`config.mk`:
```
export PLATFORM = sky130hd
export DESIGN_NAME = rsa_modexp_crt_engine_flat
export DESIGN_NICKNAME = d
export VERILOG_FILES = /design/src/sv/rsa_pkg.sv /design/src/sv/rsa_req_if.sv /design/src/sv/rsa_rsp_if.sv /design/src/sv/rsa_mstep.sv /design/src/sv/rsa_modexp_crt_engine.sv /design/src/flat_wrapper.sv
export SDC_FILE = /design/constraint.sdc
export NUM_CORES = 2
export LEC_CHECK = 0
export BUFFER_PORTS_ARGS = -buffer_cell sky130_fd_sc_hd__buf_4
export CAP_MARGIN = 20
export CELL_PAD_IN_SITES_DETAIL_PLACEMENT = 0
export CELL_PAD_IN_SITES_GLOBAL_PLACEMENT = 1
export CORE_UTILIZATION = 54
export DETAILED_ROUTE_END_ITERATION = 7
export PLACE_DENSITY = 0.95
export SYNTH_ARGS = -nofsm -noshare
export SYNTH_HDL_FRONTEND = slang
export SYNTH_SLANG_ARGS = --single-unit
```
`constraint.sdc`:
```
create_clock -name clock -period 15.46 [get_ports clock]
set_input_delay 3.092 -clock clock [delete_from_list [all_inputs] [get_ports clock]]
set_output_delay 3.092 -clock clock [all_outputs]
set_load 0.02 [all_outputs]
```
`src/sv/rsa_pkg.sv`:
```
// Package for the RSA modular exponentiation engine: widths, register
// indexes, reset values and the structs of the shared add / double unit.
// No dependencies.
`default_nettype none

package rsa_pkg;

   // Datapath widths
   localparam int MOD_BITS   = 32;
   localparam int PRIME_BITS = 16;
   localparam int CNT_BITS   = $clog2(MOD_BITS);
   localparam int IDX_BITS   = 3;

   // Configuration register indexes
   localparam logic [IDX_BITS-1:0] REG_MODULUS   = 3'd0;
   localparam logic [IDX_BITS-1:0] REG_PUB_EXP   = 3'd1;
   localparam logic [IDX_BITS-1:0] REG_PRIME_P   = 3'd2;
   localparam logic [IDX_BITS-1:0] REG_PRIME_Q   = 3'd3;
   localparam logic [IDX_BITS-1:0] REG_EXP_MOD_P = 3'd4;
   localparam logic [IDX_BITS-1:0] REG_EXP_MOD_Q = 3'd5;
   localparam logic [IDX_BITS-1:0] REG_Q_INVERSE = 3'd6;

   // Register reset values
   localparam logic [MOD_BITS-1:0]   RST_MODULUS = MOD_BITS'(2);
   localparam logic [MOD_BITS-1:0]   RST_PUB_EXP = MOD_BITS'(65537);
   localparam logic [PRIME_BITS-1:0] RST_PRIME   = PRIME_BITS'(2);

   // Input kinds
   localparam logic KIND_ENCRYPT = 1'b0;
   localparam logic KIND_DECRYPT = 1'b1;

   // Operands of the shared modular add / double unit
   typedef struct packed {
      logic [MOD_BITS-1:0] modulus;
      logic [MOD_BITS-1:0] sum_a;
      logic [MOD_BITS-1:0] sum_b;
      logic                cin;
      logic [MOD_BITS-1:0] dbl_a;
   } mstep_req_type;

   typedef struct packed {
      logic [MOD_BITS-1:0] sum;
      logic [MOD_BITS-1:0] dbl;
   } mstep_rsp_type;

endpackage

`default_nettype wire

```
`src/sv/rsa_req_if.sv`:
```
// Request channel of the RSA engine: valid/ready plus kind and value.
// Depends on rsa_pkg.
`default_nettype none

interface rsa_req_if;
   import rsa_pkg::*;

   logic                valid;
   logic                ready;
   logic                kind;
   logic [MOD_BITS-1:0] value;

   modport source (output valid, output kind, output value, input ready);
   modport sink   (input valid, input kind, input value, output ready);
endinterface

`default_nettype wire

```
`src/sv/rsa_rsp_if.sv`:
```
// Response channel of the RSA engine: valid/ready plus the result word.
// Depends on rsa_pkg.
`default_nettype none

interface rsa_rsp_if;
   import rsa_pkg::*;

   logic                valid;
   logic                ready;
   logic [MOD_BITS-1:0] result;

   modport source (output valid, output result, input ready);
   modport sink   (input valid, input result, output ready);
endinterface

`default_nettype wire

```
`src/sv/rsa_mstep.sv`:
```
// Shared modular add / double unit: (a + b + cin) mod m and (2d) mod m,
// each with a single conditional subtract. Depends on rsa_pkg.
`default_nettype none

module rsa_mstep (
   input  rsa_pkg::mstep_req_type op,
   output rsa_pkg::mstep_rsp_type res
);
   import rsa_pkg::*;

   logic [MOD_BITS:0] sum_raw;
   logic [MOD_BITS:0] dbl_raw;
   logic [MOD_BITS:0] mod_ext;
   logic [MOD_BITS:0] sum_red;
   logic [MOD_BITS:0] dbl_red;

   assign mod_ext = {1'b0, op.modulus};

   // operands are below m, so one subtract brings the sum back in range
   assign sum_raw = {1'b0, op.sum_a} + {1'b0, op.sum_b} + {{MOD_BITS{1'b0}}, op.cin};
   assign dbl_raw = {op.dbl_a, 1'b0};

   assign sum_red = (sum_raw >= mod_ext) ? (sum_raw - mod_ext) : sum_raw;
   assign dbl_red = (dbl_raw >= mod_ext) ? (dbl_raw - mod_ext) : dbl_raw;

   assign res.sum = sum_red[MOD_BITS-1:0];
   assign res.dbl = dbl_red[MOD_BITS-1:0];
endmodule

`default_nettype wire

```
`src/sv/rsa_modexp_crt_engine.sv`:
```
// RSA word engine: square-and-multiply exponentiation with CRT decryption.
// Depends on rsa_pkg, rsa_req_if, rsa_rsp_if and rsa_mstep.
// Usage:
//  - req_if carries one transaction: kind (0 encrypt with modulus and
//    public exponent, 1 decrypt by CRT with p, q, dp, dq, qInv) and value.
//  - rsp_if returns one result word per request transaction.
//  - csr_we/csr_index/csr_wdata write the key registers; write them only
//    while the engine is idle.
//  - Flow: one reduction of the input, then per exponent bit a multiply for
//    a set bit and a squaring, the squaring skipped after the top bit. Each
//    modular multiply is a shift-and-add over the significant multiplier
//    bits, all on the single shared add/double unit. Decrypt runs a reduction
//    and a 16-bit exponentiation per prime, a qInv reduction and one multiply
//    (both skipped when the difference stays negative), and the difference
//    and recombination states S_DIFF, S_PROD and S_SUM.
//  - One transaction at a time: req_if.ready is high only while idle.
//  - The finished word goes to an output register and the engine takes the
//    next request; a second finished word waits until rsp_if.ready.
//  - Synchronous reset clears the sequencer and the output valid and loads
//    the register reset values.
`default_nettype none

module rsa_modexp_crt_engine (
   input  logic                            clock,
   input  logic                            reset,
   rsa_req_if.sink                         req_if,
   rsa_rsp_if.source                       rsp_if,
   input  logic                            csr_we,
   input  logic [rsa_pkg::IDX_BITS-1:0]    csr_index,
   input  logic [rsa_pkg::MOD_BITS-1:0]    csr_wdata
);
   import rsa_pkg::*;

   // Sequencer states
   localparam logic [2:0] S_IDLE = 3'd0;
   localparam logic [2:0] S_RED  = 3'd1;
   localparam logic [2:0] S_EXP  = 3'd2;
   localparam logic [2:0] S_MUL  = 3'd3;
   localparam logic [2:0] S_DIFF = 3'd4;
   localparam logic [2:0] S_PROD = 3'd5;
   localparam logic [2:0] S_SUM  = 3'd6;
   localparam logic [2:0] S_DONE = 3'd7;

   // Exponentiation phase
   localparam logic [1:0] PH_ENC = 2'd0;
   localparam logic [1:0] PH_P   = 2'd1;
   localparam logic [1:0] PH_Q   = 2'd2;

   // Destination of a modular multiply
   localparam logic [1:0] DST_ACC  = 2'd0;
   localparam logic [1:0] DST_BASE = 2'd1;
   localparam logic [1:0] DST_H    = 2'd2;

   // Key registers
   logic [MOD_BITS-1:0]   modulus_ff;
   logic [MOD_BITS-1:0]   pub_exp_ff;
   logic [PRIME_BITS-1:0] prime_p_ff;
   logic [PRIME_BITS-1:0] prime_q_ff;
   logic [PRIME_BITS-1:0] exp_mod_p_ff;
   logic [PRIME_BITS-1:0] exp_mod_q_ff;
   logic [PRIME_BITS-1:0] q_inverse_ff;

   // Sequencer and datapath
   logic [2:0]            state_ff, state_in;
   logic [1:0]            phase_ff, phase_in;
   logic [1:0]            dst_ff, dst_in;
   logic                  red_h_ff, red_h_in;
   logic [CNT_BITS-1:0]   cnt_ff, cnt_in;
   logic [MOD_BITS-1:0]   value_ff, value_in;
   logic [MOD_BITS-1:0]   mod_ff, mod_in;
   logic [MOD_BITS-1:0]   exp_ff, exp_in;
   logic [MOD_BITS-1:0]   base_ff, base_in;
   logic [MOD_BITS-1:0]   acc_ff, acc_in;
   logic [MOD_BITS-1:0]   ma_ff, ma_in;
   logic [MOD_BITS-1:0]   mb_ff, mb_in;
   logic [MOD_BITS-1:0]   mr_ff, mr_in;
   logic [PRIME_BITS-1:0] m1_ff, m1_in;
   logic [PRIME_BITS-1:0] m2_ff, m2_in;
   logic [PRIME_BITS-1:0] diff_ff, diff_in;
   logic [MOD_BITS-1:0]   out_result_ff, out_result_in;
   logic                  out_valid_ff, out_valid_in;

   logic                  req_accept;
   logic                  mod_is_one;
   logic [PRIME_BITS+1:0] diff_raw;
   logic [PRIME_BITS+1:0] diff_fix;
   mstep_req_type         unit_op;
   mstep_rsp_type         unit_res;

   // Key register writes
   always_ff @(posedge clock) begin
      if (reset) begin
         modulus_ff   <= RST_MODULUS;
         pub_exp_ff   <= RST_PUB_EXP;
         prime_p_ff   <= RST_PRIME;
         prime_q_ff   <= RST_PRIME;
         exp_mod_p_ff <= '0;
         exp_mod_q_ff <= '0;
         q_inverse_ff <= '0;
      end else if (csr_we) begin
         unique case (csr_index)
            REG_MODULUS:   modulus_ff   <= csr_wdata;
            REG_PUB_EXP:   pub_exp_ff   <= csr_wdata;
            REG_PRIME_P:   prime_p_ff   <= csr_wdata[PRIME_BITS-1:0];
            REG_PRIME_Q:   prime_q_ff   <= csr_wdata[PRIME_BITS-1:0];
            REG_EXP_MOD_P: exp_mod_p_ff <= csr_wdata[PRIME_BITS-1:0];
            REG_EXP_MOD_Q: exp_mod_q_ff <= csr_wdata[PRIME_BITS-1:0];
            REG_Q_INVERSE: q_inverse_ff <= csr_wdata[PRIME_BITS-1:0];
            default: ;
         endcase
      end
   end

   // Handshake
   assign req_if.ready  = (state_ff == S_IDLE) && !reset;
   assign req_accept    = req_if.valid && req_if.ready;
   assign rsp_if.valid  = out_valid_ff;
   assign rsp_if.result = out_result_ff;

   assign mod_is_one = (mod_ff == MOD_BITS'(1));

   // Shared unit: reduction step is 2r + bit, multiply step is acc + a and 2a
   always_comb begin
      unit_op.modulus = mod_ff;
      unit_op.sum_a   = mr_ff;
      unit_op.dbl_a   = ma_ff;
      if (state_ff == S_RED) begin
         unit_op.sum_b = mr_ff;
         unit_op.cin   = mb_ff[MOD_BITS-1];
      end else begin
         unit_op.sum_b = ma_ff;
         unit_op.cin   = 1'b0;
      end
   end

   rsa_mstep u_mstep (
      .op  (unit_op),
      .res (unit_res)
   );

   // CRT difference m1 - m2, corrected once by p
   assign diff_raw = {2'b00, m1_ff} - {2'b00, m2_ff};
   assign diff_fix = diff_raw[PRIME_BITS+1] ? (diff_raw + {2'b00, prime_p_ff}) : diff_raw;

   // Sequencer
   always_comb begin
      state_in      = state_ff;
      phase_in      = phase_ff;
      dst_in        = dst_ff;
      red_h_in      = red_h_ff;
      cnt_in        = cnt_ff;
      value_in      = value_ff;
      mod_in        = mod_ff;
      exp_in        = exp_ff;
      base_in       = base_ff;
      acc_in        = acc_ff;
      ma_in         = ma_ff;
      mb_in         = mb_ff;
      mr_in         = mr_ff;
      m1_in         = m1_ff;
      m2_in         = m2_ff;
      diff_in       = diff_ff;
      out_result_in = out_result_ff;
      out_valid_in  = out_valid_ff && !rsp_if.ready;

      unique case (state_ff)
         S_IDLE: begin
            if (req_accept) begin
               value_in = req_if.value;
               red_h_in = 1'b0;
               mr_in    = '0;
               mb_in    = req_if.value;
               cnt_in   = '0;
               if (req_if.kind == KIND_ENCRYPT) begin
                  phase_in = PH_ENC;
                  mod_in   = modulus_ff;
                  exp_in   = pub_exp_ff;
                  if (modulus_ff == '0) begin
                     acc_in   = '0;
                     state_in = S_DONE;
                  end else begin
                     state_in = S_RED;
                  end
               end else begin
                  phase_in = PH_P;
                  mod_in   = MOD_BITS'(prime_p_ff);
                  exp_in   = MOD_BITS'(exp_mod_p_ff);
                  if (prime_p_ff == '0 || prime_q_ff == '0) begin
                     acc_in   = '0;
                     state_in = S_DONE;
                  end else begin
                     state_in = S_RED;
                  end
               end
            end
         end

         // restoring remainder, one dividend bit per cycle
         S_RED: begin
            mr_in  = unit_res.sum;
            mb_in  = {mb_ff[MOD_BITS-2:0], 1'b0};
            cnt_in = cnt_ff + CNT_BITS'(1);
            if (cnt_ff == CNT_BITS'(MOD_BITS-1)) begin
               if (red_h_ff) begin
                  ma_in    = mod_is_one ? '0 : unit_res.sum;
                  mb_in    = MOD_BITS'(diff_ff);
                  mr_in    = '0;
                  dst_in   = DST_H;
                  state_in = S_MUL;
               end else begin
                  base_in  = unit_res.sum;
                  acc_in   = MOD_BITS'(1);
                  state_in = S_EXP;
               end
            end
         end

         // one exponent bit: multiply when set, then square; a zero exponent ends the phase
         S_EXP: begin
            if (exp_ff == '0) begin
               unique case (phase_ff)
                  PH_P: begin
                     m1_in    = acc_ff[PRIME_BITS-1:0];
                     phase_in = PH_Q;
                     mod_in   = MOD_BITS'(prime_q_ff);
                     exp_in   = MOD_BITS'(exp_mod_q_ff);
                     red_h_in = 1'b0;
                     mr_in    = '0;
                     mb_in    = value_ff;
                     cnt_in   = '0;
                     state_in = S_RED;
                  end
                  PH_Q: begin
                     m2_in    = acc_ff[PRIME_BITS-1:0];
                     state_in = S_DIFF;
                  end
                  default: begin
                     state_in = S_DONE;
                  end
               endcase
            end else begin
               mb_in    = base_ff;
               mr_in    = '0;
               state_in = S_MUL;
               if (exp_ff[0]) begin
                  ma_in  = mod_is_one ? '0 : acc_ff;
                  dst_in = DST_ACC;
               end else begin
                  ma_in  = mod_is_one ? '0 : base_ff;
                  dst_in = DST_BASE;
               end
            end
         end

         // shift-and-add multiply, ends when the multiplier runs out of bits
         S_MUL: begin
            if (mb_ff == '0) begin
               unique case (dst_ff)
                  DST_ACC: begin
                     acc_in = mr_ff;
                     if (exp_ff[MOD_BITS-1:1] == '0) begin
                        exp_in   = '0;
                        state_in = S_EXP;
                     end else begin
                        ma_in  = mod_is_one ? '0 : base_ff;
                        mb_in  = base_ff;
                        mr_in  = '0;
                        dst_in = DST_BASE;
                     end
                  end
                  DST_BASE: begin
                     base_in  = mr_ff;
                     exp_in   = {1'b0, exp_ff[MOD_BITS-1:1]};
                     state_in = S_EXP;
                  end
                  default: begin
                     acc_in   = mr_ff;
                     state_in = S_PROD;
                  end
               endcase
            end else begin
               if (mb_ff[0]) begin
                  mr_in = unit_res.sum;
               end
               ma_in = unit_res.dbl;
               mb_in = {1'b0, mb_ff[MOD_BITS-1:1]};
            end
         end

         // h = qInv * diff mod p, skipped when the difference stays negative
         S_DIFF: begin
            if (diff_fix[PRIME_BITS+1]) begin
               acc_in   = '0;
               state_in = S_PROD;
            end else begin
               diff_in  = diff_fix[PRIME_BITS-1:0];
               mod_in   = MOD_BITS'(prime_p_ff);
               red_h_in = 1'b1;
               mr_in    = '0;
               mb_in    = MOD_BITS'(q_inverse_ff);
               cnt_in   = '0;
               state_in = S_RED;
            end
         end

         S_PROD: begin
            acc_in   = MOD_BITS'(acc_ff[PRIME_BITS-1:0]) * MOD_BITS'(prime_q_ff);
            state_in = S_SUM;
         end

         S_SUM: begin
            acc_in   = acc_ff + MOD_BITS'(m2_ff);
            state_in = S_DONE;
         end

         // hand the word to the output register once it is free
         S_DONE: begin
            if (!out_valid_ff || rsp_if.ready) begin
               out_result_in = acc_ff;
               out_valid_in  = 1'b1;
               state_in      = S_IDLE;
            end
         end

         default: begin
            state_in = S_IDLE;
         end
      endcase
   end

   // Control registers
   always_ff @(posedge clock) begin
      if (reset) begin
         state_ff     <= S_IDLE;
         out_valid_ff <= 1'b0;
      end else begin
         state_ff     <= state_in;
         out_valid_ff <= out_valid_in;
      end
   end

   // Datapath registers
   always_ff @(posedge clock) begin
      phase_ff      <= phase_in;
      dst_ff        <= dst_in;
      red_h_ff      <= red_h_in;
      cnt_ff        <= cnt_in;
      value_ff      <= value_in;
      mod_ff        <= mod_in;
      exp_ff        <= exp_in;
      base_ff       <= base_in;
      acc_ff        <= acc_in;
      ma_ff         <= ma_in;
      mb_ff         <= mb_in;
      mr_ff         <= mr_in;
      m1_ff         <= m1_in;
      m2_ff         <= m2_in;
      diff_ff       <= diff_in;
      out_result_ff <= out_result_in;
   end
endmodule

`default_nettype wire

```
`src/flat_wrapper.sv`:
```
// flat-port wrapper written by rule: the top's interface ports become plain ports
module rsa_modexp_crt_engine_flat import rsa_pkg::*;
  (clock, reset, csr_we, csr_index, csr_wdata, req_if_valid, req_if_kind, req_if_value, req_if_ready, rsp_if_valid, rsp_if_result, rsp_if_ready);
  rsa_req_if req_if_i ();
  rsa_rsp_if rsp_if_i ();
  input  logic clock;
  input  logic reset;
  input  logic csr_we;
  input  logic [rsa_pkg::IDX_BITS-1:0] csr_index;
  input  logic [rsa_pkg::MOD_BITS-1:0] csr_wdata;
  input wire logic [$bits(req_if_i.valid)-1:0] req_if_valid;
  input wire logic [$bits(req_if_i.kind)-1:0] req_if_kind;
  input wire logic [$bits(req_if_i.value)-1:0] req_if_value;
  output wire logic [$bits(req_if_i.ready)-1:0] req_if_ready;
  output wire logic [$bits(rsp_if_i.valid)-1:0] rsp_if_valid;
  output wire logic [$bits(rsp_if_i.result)-1:0] rsp_if_result;
  input wire logic [$bits(rsp_if_i.ready)-1:0] rsp_if_ready;
  assign req_if_i.valid = req_if_valid;
  assign req_if_i.kind = req_if_kind;
  assign req_if_i.value = req_if_value;
  assign req_if_ready = req_if_i.ready;
  assign rsp_if_valid = rsp_if_i.valid;
  assign rsp_if_result = rsp_if_i.result;
  assign rsp_if_i.ready = rsp_if_ready;
  rsa_modexp_crt_engine u_core (.clock(clock), .reset(reset), .req_if(req_if_i), .rsp_if(rsp_if_i), .csr_we(csr_we), .csr_index(csr_index), .csr_wdata(csr_wdata));
endmodule
```
==> results.md <==
- Status: complete, no violations
- Worst Setup End Kind: register
- Via count: about 33000
- CTS clk-pin slew, worst paths: ~0.07 ns
- Post-synth EDFFs: around 350
- Cell family contributing the most delay on the critical path: compound AO/OA/AOI/OAI gates
- Clk root buf: clkbuf_16
- Worst Setup Start Kind: register
- Met1 WL: between 50000 and 60000 um
- Syn nets: approximately 4800
- Post-Layout Inst Area: 42000 um^2
- WL final: roughly 130000 um
- GRT Util Overall: 35.8%
- Top Layer Used: met5
- Chip width: about 270 um
- Proportion of layout cells with a drive suffix above 1: under 10%
- Max-cap violation count: 0
- Critical path buffers and inverters: 3
- Core Area: approximately 70000 um^2
- Port bufs: roughly 110
- Final hold slack: about 0.45 ns
- Core Util, Final: between 50 and 60%
- Syn Area/Cell: between 9 and 10 um^2
- # DRC: 0
- Post-CTS Setup Inserts: 0
- Endpoints failing setup: 0
- Area grow syn2layout: 9.48%
- Average wire per standard cell: between 20 and 25 um
- Fin crit share: between 50% and 60%
- Hold buffer count at CTS: 0
- Max incr delay on CP: 0.65 ns
- Wire length on met3: 13400 um
- Mapped cell area: between 30000 and 40000 um^2
- Mapped Cells: roughly 4200
- CTS H-tree lvls: 2
- Worst-Skew Late Latency: between 0.6 and 0.7 ns
- Dpl hpwl: 95200 um
- Synth Register Bits: around 500
- Post-detailed-route count of antenna-violating nets: 0
- Arr. time, crit path: approximately 8.9 ns
- Max Clock Freq: 117 MHz
- Rows: 97
- Gpl congestion: 1.01
- Pin count of the biggest net entering global routing: 92
- Req. time, crit path: around 16 ns
- CTS sink cnt: just under 500
- CTS tree: yes
- Die Y: 268 um
- Async set or reset register ratio after synthesis: 0%
- Setup Crit Path Kind: reg -> reg
- Via density: roughly 6.3
- Min-delay worst type: reg -> reg
- Initial DRC Count: 3924
- Least-Margin Pin Slew: 1.15 ns
- Sequential fraction of the synthesis area: about a third
- Slowest cell on crit path: or2_1
- Total CTS buffers: 53
- Netlist cell types: 85
- Final setup TNS: 0 ns
- Fin nets: ~4800
- Unrepaired setup endpoints after global routing: no
- First-pass GRT wire length: roughly 190000 um
- Total global routing overflow: 0
- Placed cell areas: around 40000 um^2
- Crit path time final: between 8 and 9 ns
- Most frequent cell on the critical path: a21o_1
- Initial core utilization: between 50% and 60%
- Met2 wire len: between 50000 and 60000 um
- Commonest cells after routing, fill and taps aside: nand2_1 (741), edfxtp_1 (346), a21oi_1 (345)
- Crit Path Max Fanout: 71
- Dominant synthesized flop cell: edfxtp_1
- Slew Viols, Final: 0
- Clock buffer depth: 3
- Final Hold Fails: 0
- Skew final: roughly 0.05 ns
- Pre-antenna DRT Iters: 8
- Most common cell after layout, fill and taps aside: nand2_1
- Vias in the first global route: roughly 31000
- CTS resizes: 0
- Die area: 72000 um^2
- Relative slew slack: a little over a fifth
- Boundary Pins: 107
- Yosys Warn Count: 0
- Initial antenna violation count: 7
==> cells in the mapped netlist, types with 32 or more instances <==
master      n  share of area (%)
nand2_1   742                7.3
edfxtp_1  346                 27
a21oi_1   345                4.5
inv_1     335                3.3
nor2_1    290                2.8
ha_1      252                8.2
fa_1      201                 11
clkbuf_1  198                1.9
and2_1    149                2.4
dfxtp_1   148                7.7
o21ai_0   130                1.7
xnor2_1   100                2.3
mux2i_1    68                1.8
a21o_1     63                1.2
nand3_1    59               0.77
nor3_1     52               0.68
a221oi_1   50                1.1
nor4_1     49               0.80
xor2_1     45                1.0
a221o_1    38               0.99
o21a_1     38               0.74
a22oi_1    33               0.65
nand4_1    33               0.54
o221ai_1   32               0.73
==> path summary, 6_finish.rpt <==
path	from	endpoint	slack, ns	cells past startpoint
max	u_core.state_ff[2]$_SDFFE_PP0P_	u_core.base_ff[20]$_DFFE_PP_	6.91	26
min	u_core.pub_exp_ff[1]$_SDFFE_PP0P_	u_core.pub_exp_ff[1]$_SDFFE_PP0P_	0.45	2
max reg2reg	u_core.state_ff[2]$_SDFFE_PP0P_	u_core.base_ff[20]$_DFFE_PP_	6.91	26
min reg2reg	u_core.pub_exp_ff[1]$_SDFFE_PP0P_	u_core.pub_exp_ff[1]$_SDFFE_PP0P_	0.45	2
==> worst register-to-register path: cells and delay by family (launching register included) <==
family / cells / cell delay, ns
DFF: 1 / 0.32
xor gates and xnor gates: 1 / 0.26
adders and majority gates: 3 / 1.32
and+or+nand+nor: 5 / 1.29
muxes: 2 / 0.63
buffers and inverters: 3 / 1.12
AOI/OAI and AO/OA: 12 / 3.37
==> cell families after synthesis <==
| kind of cell | after synthesis | share of synthesized area (%) |
|---|---|---|
| compound gates | 993 | 17.4 |
| xor+xnor | 145 | 3.31 |
| fa+ha+maj | 453 | 18.7 |
| buf+inv | 555 | 5.53 |
| flops | 494 | 34.8 |
| mux | 99 | 2.71 |
| simple gates | 1500 | 17.5 |
==> through the flow <==
step	instances	setup slack, ns
finish	5241	6.91
global route	5238	6.53
CTS	5226	7.08
detailed placement	5130	7.12
global placement	5130	7.24
floorplan	4239	7.72
==> sequential cells by signal, summed over array words and instances (netlist names), 16 cells and up <==
name                  cells
u_core.acc_ff            32
u_core.base_ff           32
u_core.diff_ff           16
u_core.exp_ff            32
u_core.exp_mod_p_ff      16
u_core.exp_mod_q_ff      16
u_core.m1_ff             16
u_core.m2_ff             16
u_core.ma_ff             32
u_core.mb_ff             32
u_core.mod_ff            32
u_core.modulus_ff        32
u_core.mr_ff             32
u_core.prime_p_ff        16
u_core.prime_q_ff        16
u_core.pub_exp_ff        32
u_core.q_inverse_ff      16
u_core.rsp_if.result     32
u_core.value_ff          32
==> layer usage <==
layer  up-vias  global-route usage [%]
met3       360                    7.33
li1      15000                       -
met5         -                       0
met1     16100                    48.1
met4         4                    20.2
met2      1906                    54.1
==> area by class of cell <==
| class | instances | area, um^2 |
|---|---|---|
| antenna | 7 | 17.5 |
| timing repair buffer | 177 | 1380 |
| inverter | 337 | 1260 |
| tap | 940 | 1180 |
| sequential | 494 | 13400 |
| clock inverter | 33 | 422 |
| clock buffer | 63 | 1370 |
| multi-input combinational | 3190 | 23000 |
| fill | 6198 | 28200 |
Power is left out: the tool's default activity adds up to more than one toggle a clock period on the data nets, which glitch-free logic cannot reach.
